[config.mk]
export PLATFORM = sky130hd
export DESIGN_NAME = ndp_neighbor_message_parser
export DESIGN_NICKNAME = d
export VERILOG_FILES = /design/src/rtl/ndp_pkg.sv /design/src/rtl/ndp_csr.sv /design/src/rtl/ndp_parse_core.sv /design/src/rtl/ndp_neighbor_message_parser.sv
export SDC_FILE = /design/constraint.sdc
export NUM_CORES = 2
export LEC_CHECK = 0
export ABC_CLOCK_PERIOD_IN_PS = 19300
export BUFFER_PORTS_ARGS = -buffer_cell sky130_fd_sc_hd__buf_2
export CORE_MARGIN = 8
export CORE_UTILIZATION = 45
export CTS_CLUSTER_SIZE = 12
export DETAILED_ROUTE_END_ITERATION = 10
export PLACE_DENSITY_LB_ADDON = 0.3
export SYNTH_ARGS = -nofsm -noshare
export SYNTH_HDL_FRONTEND = slang
export SYNTH_SLANG_ARGS = --single-unit
[constraint.sdc]
create_clock -name clock -period 19.3 [get_ports clock]
set_input_delay 0.965 -clock clock [delete_from_list [all_inputs] [get_ports clock]]
set_output_delay 0.965 -clock clock [all_outputs]
set_load 0.01 [all_outputs]
[src/rtl/ndp_pkg.sv]
// ----------------------------------------------------------------------------
// ndp_pkg
// Types, codes and constants shared by the neighbor message parser.
// ----------------------------------------------------------------------------
package ndp_pkg;

   localparam int unsigned DATA_W       = 8;
   localparam int unsigned OFFSET_W     = 16;
   localparam int unsigned OPT_END_W    = 17;
   localparam int unsigned LINK_W       = 48;
   localparam int unsigned WORD_W       = 64;
   localparam int unsigned ACTION_W     = 3;
   localparam int unsigned CSR_DATA_W   = 64;
   localparam int unsigned CSR_ADDR_W   = 6;
   localparam int unsigned CSR_INDEX_W  = 3;
   localparam int unsigned COUNT_W      = 2;

   localparam logic [DATA_W-1:0]   TYPE_NS      = 8'd135;
   localparam logic [DATA_W-1:0]   TYPE_NA      = 8'd136;
   localparam logic [DATA_W-1:0]   OPT_SRC_LL   = 8'd1;
   localparam logic [DATA_W-1:0]   OPT_TGT_LL   = 8'd2;
   localparam logic [DATA_W-1:0]   NS_OPT_LEN   = 8'd1;
   localparam logic [OFFSET_W-1:0] OPT_BASE     = 16'd24;
   localparam logic [OFFSET_W-1:0] OFFSET_MAX   = 16'hFFFF;
   localparam logic [OFFSET_W-1:0] TGT_HI_FIRST = 16'd8;
   localparam logic [OFFSET_W-1:0] TGT_HI_LAST  = 16'd15;
   localparam logic [OFFSET_W-1:0] TGT_LO_FIRST = 16'd16;
   localparam logic [OFFSET_W-1:0] TGT_LO_LAST  = 16'd23;
   localparam logic [OPT_END_W-1:0] UNIT_BYTES  = 17'd8;
   localparam logic [OPT_END_W-1:0] LL_FIRST    = 17'd2;
   localparam logic [OPT_END_W-1:0] LL_LAST     = 17'd7;

   localparam logic [ACTION_W-1:0] ACT_TOO_SHORT    = 3'd0;
   localparam logic [ACTION_W-1:0] ACT_UNSUPPORTED  = 3'd1;
   localparam logic [ACTION_W-1:0] ACT_NS_NOT_OURS  = 3'd2;
   localparam logic [ACTION_W-1:0] ACT_NS_DAD       = 3'd3;
   localparam logic [ACTION_W-1:0] ACT_NS_LEARN     = 3'd4;
   localparam logic [ACTION_W-1:0] ACT_NS_NO_LINK   = 3'd5;
   localparam logic [ACTION_W-1:0] ACT_NA_LEARN     = 3'd6;
   localparam logic [ACTION_W-1:0] ACT_NA_NO_LINK   = 3'd7;

   localparam logic [CSR_INDEX_W-1:0] REG_ADDR0_HIGH = 3'd0;
   localparam logic [CSR_INDEX_W-1:0] REG_ADDR0_LOW  = 3'd1;
   localparam logic [CSR_INDEX_W-1:0] REG_ADDR1_HIGH = 3'd2;
   localparam logic [CSR_INDEX_W-1:0] REG_ADDR1_LOW  = 3'd3;
   localparam logic [CSR_INDEX_W-1:0] REG_ADDR_COUNT = 3'd4;

   typedef struct packed {
      logic [DATA_W-1:0] data;
      logic              last;
      logic              src_unspecified;
   } req_type;

   typedef struct packed {
      logic [ACTION_W-1:0] action;
      logic [WORD_W-1:0]   target_high;
      logic [WORD_W-1:0]   target_low;
      logic [LINK_W-1:0]   link_addr;
      logic                link_addr_valid;
   } rsp_type;

   typedef struct packed {
      logic [WORD_W-1:0]  addr0_high;
      logic [WORD_W-1:0]  addr0_low;
      logic [WORD_W-1:0]  addr1_high;
      logic [WORD_W-1:0]  addr1_low;
      logic [COUNT_W-1:0] addr_count;
   } own_cfg_type;

endpackage

[src/rtl/ndp_csr.sv]
// ----------------------------------------------------------------------------
// ndp_csr
// Register file for the own addresses and their count.
// ----------------------------------------------------------------------------
module ndp_csr (
   input  logic                                clock,
   input  logic                                reset,
   input  logic                                psel,
   input  logic                                penable,
   input  logic                                pwrite,
   input  logic [ndp_pkg::CSR_ADDR_W-1:0]      paddr,
   input  logic [ndp_pkg::CSR_DATA_W-1:0]      pwdata,
   output logic [ndp_pkg::CSR_DATA_W-1:0]      prdata,
   output logic                                pready,
   output ndp_pkg::own_cfg_type                cfg
);

   ndp_pkg::own_cfg_type cfg_ff, cfg_in;
   logic [ndp_pkg::CSR_INDEX_W-1:0] index;
   logic wr_en;

   assign index  = paddr[ndp_pkg::CSR_ADDR_W-1:ndp_pkg::CSR_ADDR_W-ndp_pkg::CSR_INDEX_W];
   assign wr_en  = psel & penable & pwrite;
   assign pready = 1'b1;
   assign cfg    = cfg_ff;

   always_comb begin
      cfg_in = cfg_ff;
      if (wr_en) begin
         case (index)
            ndp_pkg::REG_ADDR0_HIGH: cfg_in.addr0_high = pwdata;
            ndp_pkg::REG_ADDR0_LOW:  cfg_in.addr0_low  = pwdata;
            ndp_pkg::REG_ADDR1_HIGH: cfg_in.addr1_high = pwdata;
            ndp_pkg::REG_ADDR1_LOW:  cfg_in.addr1_low  = pwdata;
            ndp_pkg::REG_ADDR_COUNT: cfg_in.addr_count = pwdata[ndp_pkg::COUNT_W-1:0];
            default: ;
         endcase
      end
   end

   always_comb begin
      case (index)
         ndp_pkg::REG_ADDR0_HIGH: prdata = cfg_ff.addr0_high;
         ndp_pkg::REG_ADDR0_LOW:  prdata = cfg_ff.addr0_low;
         ndp_pkg::REG_ADDR1_HIGH: prdata = cfg_ff.addr1_high;
         ndp_pkg::REG_ADDR1_LOW:  prdata = cfg_ff.addr1_low;
         ndp_pkg::REG_ADDR_COUNT:
            prdata = {{(ndp_pkg::CSR_DATA_W-ndp_pkg::COUNT_W){1'b0}}, cfg_ff.addr_count};
         default: prdata = '0;
      endcase
   end

   always_ff @(posedge clock) begin
      if (reset) begin
         cfg_ff <= '0;
      end else begin
         cfg_ff <= cfg_in;
      end
   end

endmodule

[src/rtl/ndp_parse_core.sv]
// ----------------------------------------------------------------------------
// ndp_parse_core
// Per-message state: offset, type, target capture and option walk.
// ----------------------------------------------------------------------------
module ndp_parse_core (
   input  logic                 clock,
   input  logic                 reset,
   input  logic                 step,
   input  ndp_pkg::req_type     req,
   input  ndp_pkg::own_cfg_type cfg,
   output ndp_pkg::rsp_type     rsp
);

   localparam int unsigned OW = ndp_pkg::OFFSET_W;
   localparam int unsigned EW = ndp_pkg::OPT_END_W;
   localparam int unsigned DW = ndp_pkg::DATA_W;
   localparam int unsigned LW = ndp_pkg::LINK_W;
   localparam int unsigned WW = ndp_pkg::WORD_W;

   logic [OW-1:0] offset_ff, offset_in;
   logic [DW-1:0] mtype_ff, mtype_in;
   logic [WW-1:0] thigh_ff, thigh_in;
   logic [WW-1:0] tlow_ff, tlow_in;
   logic [EW-1:0] opt_end_ff, opt_end_in;
   logic [OW-1:0] opt_start_ff, opt_start_in;
   logic [DW-1:0] opt_kind_ff, opt_kind_in;
   logic          qual_ff, qual_in;
   logic          stopped_ff, stopped_in;
   logic [LW-1:0] pend_ff, pend_in;
   logic [LW-1:0] comm_ff, comm_in;
   logic          found_ff, found_in;

   logic [OW-1:0] o;
   logic [DW-1:0] b;
   logic [EW-1:0] o_ext, start_ext, diff;
   logic          is_ns, nd, walk_en, open_opt, skip_end, is_own, too_short;

   assign o         = offset_ff;
   assign b         = req.data;
   assign o_ext     = {1'b0, o};
   assign start_ext = {1'b0, opt_start_ff};
   assign diff      = o_ext - start_ext;
   assign open_opt  = (opt_end_ff == start_ext);

   always_comb begin
      mtype_in     = mtype_ff;
      thigh_in     = thigh_ff;
      tlow_in      = tlow_ff;
      opt_end_in   = opt_end_ff;
      opt_start_in = opt_start_ff;
      opt_kind_in  = opt_kind_ff;
      qual_in      = qual_ff;
      stopped_in   = stopped_ff;
      pend_in      = pend_ff;
      comm_in      = comm_ff;
      found_in     = found_ff;
      skip_end     = 1'b0;

      if (o == '0) begin
         mtype_in = b;
      end else if (o >= ndp_pkg::TGT_HI_FIRST && o <= ndp_pkg::TGT_HI_LAST) begin
         thigh_in = {thigh_ff[WW-DW-1:0], b};
      end else if (o >= ndp_pkg::TGT_LO_FIRST && o <= ndp_pkg::TGT_LO_LAST) begin
         tlow_in = {tlow_ff[WW-DW-1:0], b};
      end

      is_ns   = (mtype_in == ndp_pkg::TYPE_NS);
      nd      = is_ns || (mtype_in == ndp_pkg::TYPE_NA);
      walk_en = nd && (o >= ndp_pkg::OPT_BASE) && (o != ndp_pkg::OFFSET_MAX) && !stopped_ff;

      if (walk_en) begin
         if (o_ext == opt_end_ff) begin
            opt_start_in = o;
            opt_kind_in  = b;
            qual_in      = 1'b0;
            pend_in      = '0;
         end else if (open_opt && o_ext == start_ext + 17'd1) begin
            if (b == '0) begin
               stopped_in = 1'b1;
               skip_end   = 1'b1;
            end else if (is_ns) begin
               qual_in    = (opt_kind_ff == ndp_pkg::OPT_SRC_LL) && (b == ndp_pkg::NS_OPT_LEN);
               opt_end_in = start_ext + ndp_pkg::UNIT_BYTES;
            end else begin
               qual_in    = (opt_kind_ff == ndp_pkg::OPT_TGT_LL);
               opt_end_in = start_ext + {{(EW-DW-3){1'b0}}, b, 3'b000};
            end
         end else if (!open_opt && diff >= ndp_pkg::LL_FIRST && diff <= ndp_pkg::LL_LAST) begin
            pend_in = {pend_ff[LW-DW-1:0], b};
         end
         if (!skip_end && opt_end_in != {1'b0, opt_start_in} && o_ext + 17'd1 == opt_end_in) begin
            if (qual_in) begin
               comm_in  = pend_in;
               found_in = 1'b1;
            end
            if (is_ns) begin
               stopped_in = 1'b1;
            end
         end
      end

      offset_in = (o == ndp_pkg::OFFSET_MAX) ? o : o + 16'd1;
   end

   always_comb begin
      case (cfg.addr_count)
         2'd0:    is_own = 1'b0;
         2'd1:    is_own = (thigh_in == cfg.addr0_high) && (tlow_in == cfg.addr0_low);
         default: is_own = ((thigh_in == cfg.addr0_high) && (tlow_in == cfg.addr0_low)) ||
                           ((thigh_in == cfg.addr1_high) && (tlow_in == cfg.addr1_low));
      endcase
   end

   assign too_short = (o < ndp_pkg::TGT_LO_LAST);

   always_comb begin
      rsp = '0;
      if (!nd) begin
         rsp.action = ndp_pkg::ACT_UNSUPPORTED;
      end else if (too_short) begin
         rsp.action = ndp_pkg::ACT_TOO_SHORT;
      end else begin
         if (is_ns) begin
            if (!is_own) begin
               rsp.action = ndp_pkg::ACT_NS_NOT_OURS;
            end else if (req.src_unspecified) begin
               rsp.action = ndp_pkg::ACT_NS_DAD;
            end else if (found_in) begin
               rsp.action = ndp_pkg::ACT_NS_LEARN;
            end else begin
               rsp.action = ndp_pkg::ACT_NS_NO_LINK;
            end
         end else begin
            rsp.action = found_in ? ndp_pkg::ACT_NA_LEARN : ndp_pkg::ACT_NA_NO_LINK;
         end
         rsp.target_high     = thigh_in;
         rsp.target_low      = tlow_in;
         rsp.link_addr       = found_in ? comm_in : '0;
         rsp.link_addr_valid = found_in;
      end
   end

   always_ff @(posedge clock) begin
      if (reset || (step && req.last)) begin
         offset_ff    <= '0;
         mtype_ff     <= '0;
         thigh_ff     <= '0;
         tlow_ff      <= '0;
         opt_end_ff   <= {1'b0, ndp_pkg::OPT_BASE};
         opt_start_ff <= ndp_pkg::OPT_BASE;
         opt_kind_ff  <= '0;
         qual_ff      <= 1'b0;
         stopped_ff   <= 1'b0;
         pend_ff      <= '0;
         comm_ff      <= '0;
         found_ff     <= 1'b0;
      end else if (step) begin
         offset_ff    <= offset_in;
         mtype_ff     <= mtype_in;
         thigh_ff     <= thigh_in;
         tlow_ff      <= tlow_in;
         opt_end_ff   <= opt_end_in;
         opt_start_ff <= opt_start_in;
         opt_kind_ff  <= opt_kind_in;
         qual_ff      <= qual_in;
         stopped_ff   <= stopped_in;
         pend_ff      <= pend_in;
         comm_ff      <= comm_in;
         found_ff     <= found_in;
      end
   end

endmodule

[src/rtl/ndp_neighbor_message_parser.sv]
// ----------------------------------------------------------------------------
// ndp_neighbor_message_parser
// Neighbor solicitation/advertisement receive parser, one byte per cycle unless stalled.
// ----------------------------------------------------------------------------
//  channel   direction  handshake               payload
//  req       in         req_valid / req_stall   ndp_pkg::req_type (byte, last, src flag)
//  rsp       out        rsp_valid / rsp_stall   ndp_pkg::rsp_type (action, target, link)
//  csr       in/out     psel/penable/pwrite     64-bit registers at 8*index
//
//  Takes one byte per cycle unless req_stall is high; the parse state advances
//  as a byte leaves the input register. The result of a message is registered
//  as its last byte leaves the input register. A stalled result holds the next
//  message's last byte in the input register; other bytes keep flowing. Reset
//  is synchronous and clears all parse state.
// ----------------------------------------------------------------------------
module ndp_neighbor_message_parser (
   input  logic                            clock,
   input  logic                            reset,
   input  logic                            req_valid,
   output logic                            req_stall,
   input  ndp_pkg::req_type                req_payload,
   output logic                            rsp_valid,
   input  logic                            rsp_stall,
   output ndp_pkg::rsp_type                rsp_payload,
   input  logic                            psel,
   input  logic                            penable,
   input  logic                            pwrite,
   input  logic [ndp_pkg::CSR_ADDR_W-1:0]  paddr,
   input  logic [ndp_pkg::CSR_DATA_W-1:0]  pwdata,
   output logic [ndp_pkg::CSR_DATA_W-1:0]  prdata,
   output logic                            pready
);

   ndp_pkg::own_cfg_type cfg;
   ndp_pkg::req_type     in_ff;
   ndp_pkg::rsp_type     out_ff, result;
   logic                 in_valid_ff, in_valid_in;
   logic                 out_valid_ff, out_valid_in;
   logic                 consume, accept;

   ndp_csr u_csr (
      .clock   (clock),
      .reset   (reset),
      .psel    (psel),
      .penable (penable),
      .pwrite  (pwrite),
      .paddr   (paddr),
      .pwdata  (pwdata),
      .prdata  (prdata),
      .pready  (pready),
      .cfg     (cfg)
   );

   ndp_parse_core u_core (
      .clock (clock),
      .reset (reset),
      .step  (consume),
      .req   (in_ff),
      .cfg   (cfg),
      .rsp   (result)
   );

   assign consume   = in_valid_ff && (!in_ff.last || !out_valid_ff || !rsp_stall);
   assign req_stall = in_valid_ff && !consume;
   assign accept    = req_valid && !req_stall;

   assign rsp_valid   = out_valid_ff;
   assign rsp_payload = out_ff;

   always_comb begin
      in_valid_in = in_valid_ff;
      if (accept) begin
         in_valid_in = 1'b1;
      end else if (consume) begin
         in_valid_in = 1'b0;
      end
      out_valid_in = out_valid_ff;
      if (consume && in_ff.last) begin
         out_valid_in = 1'b1;
      end else if (!rsp_stall) begin
         out_valid_in = 1'b0;
      end
   end

   always_ff @(posedge clock) begin
      if (reset) begin
         in_valid_ff  <= 1'b0;
         out_valid_ff <= 1'b0;
      end else begin
         in_valid_ff  <= in_valid_in;
         out_valid_ff <= out_valid_in;
      end
   end

   always_ff @(posedge clock) begin
      if (accept) begin
         in_ff <= req_payload;
      end
      if (consume && in_ff.last) begin
         out_ff <= result;
      end
   end

endmodule
Word-level counts from Yosys, hierarchy flattened

Index checks and enable logic that the tools add are counted.

Input bits: 87
Register bits after elaboration: 742

$lt $le $gt $ge: 8
Muxes and demuxes: 48
Bitwise logic cells: 5
Equal/unequal tests: 22
Add/subtract/negate cells: 6
Reduce and logical (&&, ||, !) cells: 45

Operators by type and width:

| kind                    | number |
|---|---|
| $mux W64                | 5 |
| $pmux W64 S5            | 1 |
| $mux W48                | 6 |
| $eq A64 B64 Y1          | 4 |
| $mux W17                | 5 |
| $add A16 B1 Y17 const B | 2 |
| $eq A16 B17 Y1          | 2 |
| $ge A16 B5 Y1 const B   | 2 |
| $mux W16                | 2 |
| $mux W1                 | 24 |
| $add A16 B11 Y17        | 1 |
| $add A16 B4 Y17 const B | 1 |
| $eq A17 B16 Y1          | 1 |
| $eq A17 B17 Y1          | 1 |
| $ge A17 B2 Y1 const B   | 1 |
| $le A17 B3 Y1 const B   | 1 |
| $logic_and A1 B1 Y1     | 17 |
| $ne A17 B16 Y1          | 1 |
| $sub A16 B16 Y17        | 1 |
| $add A16 B1 Y16 const B | 1 |
| $eq A16 B16 Y1 const B  | 1 |
| $eq A8 B1 Y1 const B    | 2 |
| $eq A8 B8 Y1 const B    | 2 |
| $ge A16 B4 Y1 const B   | 1 |
| other kinds (26)        | 49 |

Longest topological paths before layout

Depth after elaboration: 18
Gate-level depth with buffers: 25
Mapped depth without buffers: 21

Modules after synthesis

From an unflattened synthesis, not the netlist that was laid out.

Cell total of the unflattened synthesis: 4,189
Area, all modules: 39,629.3 um^2

By module, submodules not included:

| module                      | cells each | area each (um^2) | sequential area each (um^2) | instances |
|---|---|---|---|---|
| ndp_parse_core              | 2,836      | 21,451.8         | 5,845.6                     | 1 |
| ndp_csr                     | 1,150      | 12,379.4         | 5,165.0                     | 1 |
| ndp_neighbor_message_parser | 203        | 5,798.1          | 5,745.5                     | 1 |

Worst setup path before layout

Ideal clock, no wire load.

Path kind: input port to flip-flop
From: input rsp_stall
To: register u_core.pend_ff[39]
Buffers on the path: 3
Path slack: 12,577 ps
Data required time: 19,172 ps
Library setup time: 128 ps
Arrival time: 6,596 ps
Stages on the path: 7
Cell sequence: nand3_1 -> and3_1 -> or2_2 -> clkbuf_1 -> clkbuf_1 -> buf_1 -> nor2_1

Longest elaborated chain between the ends: 5
Elaborated cells between the ends (all ways): 6

RTL lines:

| item                   | RTL line                          | text |
|---|---|---|
| start: declaration     | ndp_neighbor_message_parser.sv:23 | `input logic rsp_stall,` |
| $logic_not A1 Y1 *     | --                                |  |
| $logic_or A1 B1 Y1 *   | ndp_neighbor_message_parser.sv:63 | `assign consume = in_valid_ff && (!in_ff.last \|\| !out_valid_ff \|\| !rsp_stall);` |
| $logic_and A1 B1 Y1 *  | ndp_neighbor_message_parser.sv:63 |  |
| $logic_and A1 B1 Y1    | ndp_parse_core.sv:144             | `if (reset \|\| (step && req.last)) begin` |
| $logic_or A1 B1 Y1     | ndp_parse_core.sv:144             |  |
| end signal: assignment | ndp_parse_core.sv:167             | `pend_ff <= pend_in;` |
| end: declaration       | ndp_parse_core.sv:29              | `logic [LW-1:0] pend_ff, pend_in;` |

Every way passes the cells marked *; elsewhere a longest branch is shown, timed or not.
A chain may end at the register's enable or synchronous reset.

Worst setup path in the final report

From: register u_core.offset_ff[12] (netlist: u_core.o[12])
To: register u_core.comm_ff[2]

Longest elaborated chain between the ends: 13
Elaborated cells between the ends (all ways): 45

RTL lines:

| item                                                                      | RTL line              | text |
|---|---|---|
| start: declaration                                                        | ndp_parse_core.sv:20  | `logic [OW-1:0] offset_ff, offset_in;` |
| start signal: assignment                                                  | ndp_parse_core.sv:158 | `offset_ff <= offset_in;` |
| parallel branches: the longest is 12 deep, another holds $sub A16 B16 Y17 | --                    |  |
| $mux W48 *                                                                | ndp_parse_core.sv:71  | `if (walk_en) begin` |
| end signal: assignment                                                    | ndp_parse_core.sv:168 | `comm_ff <= comm_in;` |
| end: declaration                                                          | ndp_parse_core.sv:30  | `logic [LW-1:0] comm_ff, comm_in;` |

Mark *: on every way between the ends. The select of a mux whose other input is x is not followed.

==> reports/summary.md <==
### Clock network
* 3 — number of H-tree branching levels
* 83 — clock buffers created by TritonCTS
* 3 — maximum count of clock buffers along a single path
* clkbuf_16 — root buffer selected by CTS
* 0.06 ns — clock slew at the register clock pins of the worst setup and hold paths
* 0 — buffers inserted during post-CTS setup optimization
* 742 — number of sinks driven by the clock tree
* done — clock tree from TritonCTS
* 0.69 ns — clk_lat worst skew
* 0 — cts hold-fix bufs
* 0 — Gates resized, CTS repair

### STA
* 0.0576 ns — worst setup skew after layout
* 8.02 ns — Final Critical Period
* 0 — count of pins over their slew limit
* 0 ns — setup TNS after final layout
* 125 MHz — Achievable Freq
* 0 — final setup violation count
* 0 — Hold Vio Cnt, Final
* 1.18 ns — Worst Max-Slew Pin Slew
* 0.454 ns — worst hold slack across all endpoints
* 0.208 — Slew headroom
* no — setup repair after global routing missed its margin
* 0.416 — final worst path period share

### Die
* 334 — I/O Pins
* 83200 um2 — total core area
* 93100 um2 — total die area
* 305 um — height of the die
* 106 — total number of placement rows
* 305 um — DIE WIDTH
* 0.452 — starting density of the core

### Logic synthesis
* 0.294 — Yosys top cell area share
* 0.446 — proportion of synthesized chip area in sequential cells
* dfxtp_1 (29%), edfxtp_1 (15%), nand2_1 (9.2%) — dominant cells by area after synthesis
* 0 — Yosys warning total
* 8.41 um2 — Syn Area/Cell
* 37600 um2 — Netlist Area Pre-Place
* 190 — number of enable flip-flop cells after synthesis
* 4587 — Post-Synthesis Net Count
* 4471 — Synth Instances
* 742 — register bit count reported by yosys
* 0 — share of flip-flops with an asynchronous set or reset
* nand2_1 (922), a21oi_1 (580), dfxtp_1 (552), nor2_1 (374), clkbuf_1 (288) — leading cell types by count after synthesis
* dfxtp_1 — cell type contributing the most total cell area after synthesis
* dfxtp_1 — Primary FF master, synth
* 84 — number of distinct standard cells referenced by the synthesized netlist
* nand2_1 — most numerous cell in the Yosys netlist

### Setup path
* flop — nature of the critical path endpoint
* reg -> reg — Worst Setup Path Type
* 49 — highest net fanout along the worst path
* flop — Critical Path Source Type
* 19.79 ns — CP Data Required Time
* 8.51 ns — arrival time of the worst setup path
* 21 — reg2reg path depth

### GRT
* 191 — maximum number of pins on one net before global-route repair
* 33400 — vias in the first global route
* 0.338 — total routing usage reported by global routing
* 236 mm — first-pass GRT wire length
* 0 — GRT Residual Overflow
* 26 — initial antenna violation count

### Cells and area
* 4736 — number of nets in the finished design
* 13.8% — layout-stage area growth over the synthesis result
* 0.132 — share of final-layout standard cells stronger than drive strength 1
* 7956 — number of filler instances in the final layout

### Job
* 0 — max-cap violation count

### Routing
* 6.24 — detail-routed via count per cell
* 36100 — via count
* 0 — DR DRC count
* 165 mm — Detailed Route WL
* 4929 — number of DRC markers after the initial detailed-route iteration
* 28.6 um — post-detailed-route wirelength per cell
* 0 — number of nets with antenna violations after detailed routing
* 6 — number of optimization iterations in the first detailed-route pass

### Worst hold path
* 2 — Cells on Worst Hold Path
* reg -> reg — Hold/Removal Path Class

### Place
* 329 — number of I/O port buffers
* 119 mm — HPWL Detailed
* 1.04 — routability-driven placement congestion ratio

### Power and ir drop
* 16.5 nW — cell leakage power
* 0.0000620 V — Peak VDD IR
* 79.5 nW/um2 — power density normalized to cell area

### Status
* complete, no violations — outcome

## worst max-delay path, cell delays in order (launching register included)
cell	delay (ns)
dfxtp_1	0.55
nor4_1	0.49
buf_4	0.22
nand4_1	0.28
mux2_2	0.42
nor3_2	0.60
nor2_1	0.19
ha_1	0.35
a211oi_1	0.24
o21bai_1	0.14
a31o_2	0.27
a211oi_1	0.78
nor4_1	0.11
buf_4	0.20
nor2b_1	0.14
or4b_1	0.56
a211oi_1	0.31
nand4_1	0.26
or4_4	0.72
nor3_4	0.19
buf_4	0.54
a211oi_1	0.20
## flip-flops by register name (all words and copies together) (netlist names)
signal	cells
in_ff	10
u_core.thigh_ff	64
in_valid_ff	1
u_core.opt_end_ff	17
u_core.pend_ff	48
u_core.opt_kind_ff	8
u_core.found_ff	1
u_core.o	16
u_core.comm_ff	48
u_core.tlow_ff	64
rsp_payload	180
u_core.opt_start_ff	16
u_core.qual_ff	1
rsp_valid	1
u_csr.cfg	258
u_core.mtype_ff	8
u_core.stopped_ff	1
## cell families after synthesis
family,Yosys count,share of synthesized area
simple gates,1636,0.186
compound gates,1156,0.198
flops,742,0.446
buf+inv,453,0.0476
xor+xnor,274,0.0638
mux,180,0.0487
fa+ha+maj,29,0.0100
other cells,1,0.0000997
## layout make-up
type,count,area (um2),share of cell area
diodes,16,40.0,0.000935
clock buffers,124,2380,0.0556
clock inverters,29,387,0.00903
inverters,103,387,0.00903
multi-input cells,3276,19200,0.448
flip-flops and latches,742,16800,0.391
well taps,1080,1350,0.0316
repair buffers,414,2320,0.0542
## stage by stage
stage                     power [mW]  std cells  area (um2)  setup slack (ns)   util
after floorplan                 1.73       4471       37600             12.58      -
after global placement          1.81       5615       40000             11.52  0.481
after detailed placement        1.81       5615       40000             11.48  0.481
after CTS                       3.40       5768       42800             11.47  0.514
after global routing            3.48       5768       42800             10.89  0.514
final                           3.40       5784       42800             11.28  0.515
## per-layer routing
layer  track usage  routed length, um
met5             0                 26
met1         0.433              63200
met2         0.529              73600
met4         0.199              11800
met3        0.0645              16700
## final timing paths
check / from / end / slack, ns
worst min register to register: u_core.opt_kind_ff[2] / u_core.opt_kind_ff[2] / 0.45
worst min-delay path: u_core.opt_kind_ff[2] / u_core.opt_kind_ff[2] / 0.45
worst max register to register: u_core.o[12] / u_core.comm_ff[2] / 11.28
worst max-delay path: u_core.o[12] / u_core.comm_ff[2] / 11.28
## layout by cell type (no fill, tap or decap), types with 13 or more instances in the layout
master,count
o21ai_0,69
mux2i_1,156
a31oi_1,13
inv_1,101
edfxtp_1,190
dfxtp_1,552
o21ba_1,20
a221o_1,66
a22oi_1,62
nor2b_1,18
xor2_1,107
nand3_1,36
nor2_1,368
diode_2,16
nand2_1,917
nor3_1,77
nor4_1,51
mux2_2,24
xnor2_1,167
a211oi_1,97
a21oi_1,580
a221oi_1,33
ha_1,27
buf_2,328
and3_1,13
buf_4,83
clkbuf_8,16
clkbuf_1,26
nand4_1,48
clkbuf_16,83
o22ai_1,38
a22o_1,63
## where the power goes
group	switching, mW	internal [mW]
sequential	0.0135	1.60
combinational	0.120	0.0420
clock	0.705	0.919
total	0.838	2.56
Power figures use the tool's default switching activity.
